$ cat src/rtl/core/mcpm_pkg.sv
// Shared constants, codes and controller/datapath handshake structs for the PCM mixer.
// No dependencies; every other file in rtl/core refers to this package.
package mcpm_pkg;

  localparam int CLIENT_SLOTS  = 4;
  localparam int FIFO_SAMPLES  = 2048;
  localparam int PERIOD_FRAMES = 64;

  localparam int SAMPLE_W    = 16;
  localparam int CNT_W       = 32;
  localparam int RING_FILL_W = 12;
  localparam int CODE_W      = 2;

  localparam int SLOT_W    = (CLIENT_SLOTS > 1) ? $clog2(CLIENT_SLOTS) : 1;
  localparam int PTR_W     = $clog2(FIFO_SAMPLES);
  localparam int FILL_W    = $clog2(FIFO_SAMPLES + 1);
  localparam int ADDR_W    = $clog2(CLIENT_SLOTS * FIFO_SAMPLES);
  localparam int ACC_DEPTH = 2 * PERIOD_FRAMES;
  localparam int ACC_W     = $clog2(ACC_DEPTH);
  localparam int NEED_W    = $clog2(ACC_DEPTH + 1);
  localparam int FR_W      = (PERIOD_FRAMES > 1) ? $clog2(PERIOD_FRAMES) : 1;

  localparam logic [CODE_W-1:0] CH_MONO = 2'd1;
  localparam logic [CODE_W-1:0] CH_RESET = 2'd2;
  localparam logic KIND_STATUS = 1'b0;
  localparam logic KIND_FRAME  = 1'b1;

  typedef enum logic [1:0] {
    OP_WRITE = 2'd0,
    OP_OPEN  = 2'd1,
    OP_CLOSE = 2'd2,
    OP_FLUSH = 2'd3
  } op_e;

  typedef enum logic [1:0] {
    ST_OK       = 2'd0,
    ST_NOT_OPEN = 2'd1,
    ST_NO_FREE  = 2'd2
  } status_e;

  typedef struct packed {
    logic latch;
    logic exec_ctrl;
    logic push_l;
    logic push_r;
    logic mix_start;
    logic mix_sel;
    logic mix_step;
    logic mix_done;
    logic rd_l;
    logic rd_r;
    logic load_status;
    logic load_frame;
  } cmd_t;

  typedef struct packed {
    op_e  op;
    logic valid;
    logic stereo;
    logic out_free;
    logic period_ready;
    logic sel_run;
    logic last_slot;
    logic run_last;
    logic frame_last;
  } stat_t;

endpackage

$ cat src/rtl/core/mcpm_ctrl.sv
// Sequencer for the mixer: steps each item through execute, push, mix and frame readout.
// Depends on mcpm_pkg; drives mcpm_dp through cmd_t and watches stat_t.
module mcpm_ctrl (
  input  logic            clk_i,
  input  logic            rst_ni,
  input  logic            in_valid_i,
  output logic            in_ready_o,
  input  mcpm_pkg::stat_t stat_i,
  output mcpm_pkg::cmd_t  cmd_o
);

  typedef enum logic [3:0] {
    S_IDLE,
    S_EXEC,
    S_PUSH_R,
    S_CHECK,
    S_EMIT_STAT,
    S_MIX_SEL,
    S_MIX_RUN,
    S_MIX_DRAIN,
    S_RD_L,
    S_RD_R,
    S_EMIT_FRAME
  } state_e;

  state_e state_q, state_d;

  always_ff @(posedge clk_i or negedge rst_ni) begin
    if (!rst_ni) begin
      state_q <= S_IDLE;
    end else begin
      state_q <= state_d;
    end
  end

  always_comb begin
    cmd_o      = '0;
    state_d    = state_q;
    in_ready_o = (state_q == S_IDLE);
    case (state_q)
      S_IDLE: begin
        if (in_valid_i) begin
          cmd_o.latch = 1'b1;
          state_d     = S_EXEC;
        end
      end
      S_EXEC: begin
        if (stat_i.op == mcpm_pkg::OP_WRITE && stat_i.valid) begin
          cmd_o.push_l = 1'b1;
          state_d      = stat_i.stereo ? S_PUSH_R : S_CHECK;
        end else if (stat_i.out_free) begin
          cmd_o.exec_ctrl = 1'b1;
          state_d         = S_IDLE;
        end
      end
      S_PUSH_R: begin
        cmd_o.push_r = 1'b1;
        state_d      = S_CHECK;
      end
      S_CHECK: begin
        if (stat_i.period_ready) begin
          cmd_o.mix_start = 1'b1;
          state_d         = S_MIX_SEL;
        end else begin
          state_d = S_EMIT_STAT;
        end
      end
      S_EMIT_STAT: begin
        if (stat_i.out_free) begin
          cmd_o.load_status = 1'b1;
          state_d           = S_IDLE;
        end
      end
      S_MIX_SEL: begin
        cmd_o.mix_sel = 1'b1;
        if (stat_i.sel_run) begin
          state_d = S_MIX_RUN;
        end else if (stat_i.last_slot) begin
          state_d = S_RD_L;
        end
      end
      S_MIX_RUN: begin
        cmd_o.mix_step = 1'b1;
        if (stat_i.run_last) begin
          state_d = S_MIX_DRAIN;
        end
      end
      S_MIX_DRAIN: begin
        cmd_o.mix_done = 1'b1;
        state_d        = stat_i.last_slot ? S_RD_L : S_MIX_SEL;
      end
      S_RD_L: begin
        cmd_o.rd_l = 1'b1;
        state_d    = S_RD_R;
      end
      S_RD_R: begin
        cmd_o.rd_r = 1'b1;
        state_d    = S_EMIT_FRAME;
      end
      S_EMIT_FRAME: begin
        if (stat_i.out_free) begin
          cmd_o.load_frame = 1'b1;
          state_d          = stat_i.frame_last ? S_IDLE : S_RD_L;
        end
      end
      default: begin
        state_d = S_IDLE;
      end
    endcase
  end

endmodule

$ cat config.mk
export PLATFORM = sky130hd
export DESIGN_NAME = mcpm_ctrl
export DESIGN_NICKNAME = d
export VERILOG_FILES = /design/src/rtl/core/mcpm_pkg.sv /design/src/rtl/core/mcpm_ctrl.sv
export SDC_FILE = /design/constraint.sdc
export NUM_CORES = 1
export LEC_CHECK = 0
export BUFFER_PORTS_ARGS = -buffer_cell sky130_fd_sc_hd__buf_2
export CORE_MARGIN = 5
export CORE_UTILIZATION = 30
export DETAILED_ROUTE_END_ITERATION = 8
export PLACE_DENSITY = 0.62
export SLEW_MARGIN = 5
export SYNTH_ARGS = -nofsm -noshare
export SYNTH_HDL_FRONTEND = slang
export SYNTH_SLANG_ARGS = --single-unit
export TNS_END_PERCENT = 30
$ cat constraint.sdc
create_clock -name clk_i -period 2.5 [get_ports clk_i]
set_clock_uncertainty 0.2 [all_clocks]
set_input_delay 0.125 -clock clk_i [delete_from_list [all_inputs] [get_ports clk_i]]
set_output_delay 0.125 -clock clk_i [all_outputs]
set_load 0.005 [all_outputs]
==> results.md <==
- The largest delay contributor family on the critical path is simple AND/OR/NAND/NOR gates.
- The critical path required time is 2.42 ns.
- The hold violation total from the final report was 0.
- Among all stages on the critical path, the largest delay is contributed by sky130_fd_sc_hd__dfrtp_1.
- The flip-flop count of the largest register after layout is 4.
- Of all flip-flops after synthesis, the portion carrying an async set or reset was 100.0%.
- The total global-route track usage is 11.80%.
- The number of antenna violations at the first check in global routing was 0.
- The run finished with clean final reports.
- The routed wire length is 1451 microns.
- The count of input and output buffers is 25.
- Counting every instance in the synthesized netlist gives 70.
- The post-placement setup slack is 0.5152 ns.
- The post-CTS setup buffer count is 0.
- The area of the placeable core is 0.001708 sq mm.
- The number of nets in the layout is 111.
- The via count of the first global-routing pass was 522.
- Setup violations remaining at the end of the flow were counted as 0.
- The total design power is 0.0006325 W.
- The fraction of synthesized cell area taken by the top area cell type is 18.96%.
- The clock tree from TritonCTS is done.
- Counting distinct cell types in the post-synthesis netlist gives 36.
- The CTS clock-pin slew for the worst setup and hold paths is 0.04 ns.
- For this run, the number of Yosys warnings is 0.
- The analysis attributes to cell leakage a power of 0.3397 nW.
- The via density per instance is 4.876.
- On the worst path, the slowest cell contributes a delay of 0.52 ns.
- The area growth from synthesis to final layout is 31.52%.
- In this run, CTS created clock tree buffers numbering 3.
- The least setup slack across all paths after layout is 0.5031 ns.
- The H-tree depth is 1.
- The number of buffers and inverters on the critical path is 0.
- The final critical-path required period is 1.997 ns.
- The tightest min-delay check is of the in2async type.
- STA classifies the critical path endpoint as a flop.
- The routability congestion estimate from global placement is 0.8543.
- Setup repair after global routing left no endpoint under its margin.
- The clock tree root driver cell is sky130_fd_sc_hd__clkbuf_4.
- The post-route core utilization is 40.66%.
- The worst relative slew slack is 71.03%.
- The number of antenna repair diodes is 0.
- Power spread over the standard cell area amounts to 910.8 mW/mm^2.
- The most common cell after layout, fill and taps aside is sky130_fd_sc_hd__buf_2.
- The number of filler cells placed in the layout is 180.
- The starting DRC count in detailed routing is 20.
- The power dissipated by switching net loads is 0.0002960 W.
- In this run the core area contains 15 standard-cell rows.
- In the layout the commonest cells are sky130_fd_sc_hd__buf_2, sky130_fd_sc_hd__nor2_1.
- The total count of max-transition violations in the final report is 0.
- Across the VDD grid, the largest voltage drop is 0.3836 mV.
- Traced cell by cell, the critical path runs through nand2b_1, or4_4, nand2_2, mux2_4.
- The register ranked first by flip-flop count is state_q.
- Counting tap cells, the placed design contains a total of 117 instances.
- Cells with a size suffix above 1 make up 41.67% of the layout.
- Entering global routing, the biggest net connects 18 pins.
- The first global-routing pass estimated 2311 microns of wire.
- Once detail routing completed, the nets flagged for antenna violations numbered 0.
- The count of state elements after synthesis is 4.
- The I/O pin count is 26.
- The maximum achievable frequency is 500.8 MHz.
- The launching element type of the critical path is a flop.
- The share of total power dissipated in sequential elements is 23.3%.
- Once layout is complete, the cells apart from fillers number 121.
- The part of the cycle the worst path needs is 79.87%.
- The die area is 0.002699 sq mm.
- The die is 51.95 microns tall.
- Yosys attributes the largest share of cell area to sky130_fd_sc_hd__dfrtp_1, sky130_fd_sc_hd__nor2_1, sky130_fd_sc_hd__nand2b_1, sky130_fd_sc_hd__buf_6, sky130_fd_sc_hd__nor3_1.
- The horizontal extent of the die is 51.95 microns.
- The later pin in the worst-skew pair is clocked with a latency of 0.24 ns.
- Setup total negative slack on the finished layout was measured at 0 ns.
- In the final layout, the registers with the most flip-flops are state_q: 4 flops.
- The critical path in this run is classified as reg2reg.
- Averaged over all synthesized cells, the footprint is 7.543 sq um.
- The first detailed-routing pass took 4 iterations.
- Internal power comes to 0.0003365 W.
- The mapped netlist covers 528.0 sq um.
- The cell type with the highest aggregate area in the netlist is sky130_fd_sc_hd__dfrtp_1.
- Of all nets on the critical path, the largest fanout is 16.
- The arrival time of data at the critical path endpoint is 1.92 ns.
- The number of nets in the synthesized netlist is 83.
- The predominant post-synthesis flop cell is sky130_fd_sc_hd__dfrtp_1.
- The share of total power dissipated in the clock network is 12.9%.
- The number of cells on the worst reg-to-reg path is 4.
- Net switching is 46.80% of the power.
- Once detailed placement completed, the half-perimeter wirelength came to 1142 microns.
- The buffer levels on the longest clock path is 2.
- The tool flagged a number of max-cap violations equal to 0.
- After detailed routing, the number of remaining DRC violations is 0.
- In this run the number of cells on the critical path is 4.
- Across all layers, the routed design uses 590 vias.
- The combinational share of power is 63.8%.
- For this configuration, the core starts out at a cell density of 30.92%.
- After global routing the overflow that remains totals 0.
- At the pin with the least slew margin, the transition time is 0.4236 ns.
- Of the synthesized area, sequential elements account for 18.96%.
- The synthesized design contains 0 enable-type register cells.
- The CTS sink count is 4.
- The average wire per cell in the routed design is 11.99 microns.
timing repair:
| action | in CTS | in global routing |
|---|---|---|
| hold buffers | 1 | 0 |
| hold endpoints to repair | 4 | 0 |
| gates resized for setup | 0 | 0 |
worst paths after layout:
| path | slack, ns | from | to |
|---|---|---|---|
| max | 0.50 | state_q[1]$_DFFE_PN0P_ | state_q[2]$_DFFE_PN0P_ |
| min | 0.03 | rst_ni | state_q[1]$_DFFE_PN0P_ |
| max reg2reg | 0.50 | state_q[1]$_DFFE_PN0P_ | state_q[2]$_DFFE_PN0P_ |
| min reg2reg | 0.57 | state_q[3]$_DFFE_PN0P_ | state_q[0]$_DFFE_PN0P_ |
| max in group asynchronous | 1.95 | rst_ni | state_q[0]$_DFFE_PN0P_ |
| min in group clk_i | 0.03 | stat_i[0] | state_q[3]$_DFFE_PN0P_ |
metrics by stage:
step           hold WS (ns)  cell area, sq um
3_5_place_dp        -0.2683             661.9
2_1_floorplan       -0.3706             528.0
6_report            0.02760             694.4
5_1_grt             0.04018             694.4
4_1_cts             0.01712             694.4
3_3_place_gp        -0.2697             661.9
power groups by stage:
stage / Sequential (W) / Combinational [W] / Clock [W]
detailed placement: 0.000147 / 0.000405 / 0
global placement: 0.000147 / 0.000403 / 0
CTS: 0.000147 / 0.000407 / 0.0000829
floorplan: 0.000113 / 0.000343 / 0
global route: 0.000152 / 0.000453 / 0.0000927
finish: 0.000147 / 0.000403 / 0.0000818
synthesized netlist by cell type, types with 2 or more instances:
library cell / number
sky130_fd_sc_hd__nand2b_1: 4
sky130_fd_sc_hd__o21ai_1: 2
sky130_fd_sc_hd__nor2_1: 10
sky130_fd_sc_hd__nand3_1: 3
sky130_fd_sc_hd__nand2_1: 3
sky130_fd_sc_hd__buf_6: 2
sky130_fd_sc_hd__or2_2: 2
sky130_fd_sc_hd__buf_2: 3
sky130_fd_sc_hd__dfrtp_1: 4
sky130_fd_sc_hd__inv_1: 4
sky130_fd_sc_hd__nor3_1: 4
sky130_fd_sc_hd__a21oi_1: 3
sky130_fd_sc_hd__nor3b_1: 2
sky130_fd_sc_hd__a211oi_1: 2
logic make-up after synthesis:
family | Yosys count | synth area share (%)
AO/OA/AOI/OAI | 17 | 24.17
flip-flops | 4 | 18.96
multiplexers | 1 | 2.843
AND/OR/NAND/NOR | 39 | 44.08
buffers and inverters | 9 | 9.951
per-layer routing:
| layer | vias to the layer above | share of wire, % | track usage (%) |
|---|---|---|---|
| met5 | - | 0 | 0 |
| met4 | 0 | 0 | 7.860 |
| met3 | 0 | 6.6 | 3.152 |
| met2 | 17 | 51 | 17.57 |
| met1 | 266 | 43 | 14.66 |
| li1 | 307 | - | - |
final cells by class:
class / count / area [sq um] / area share, %
Multi-Input combinational cell: 57 / 375.4 / 54.05
Clock buffer: 3 / 22.52 / 3.243
Tap cell: 25 / 31.28 / 4.505
Sequential cell: 4 / 100.1 / 14.41
Inverter: 4 / 15.01 / 2.162
Timing Repair Buffer: 28 / 150.1 / 21.62
(Power assumes the default switching activity.)
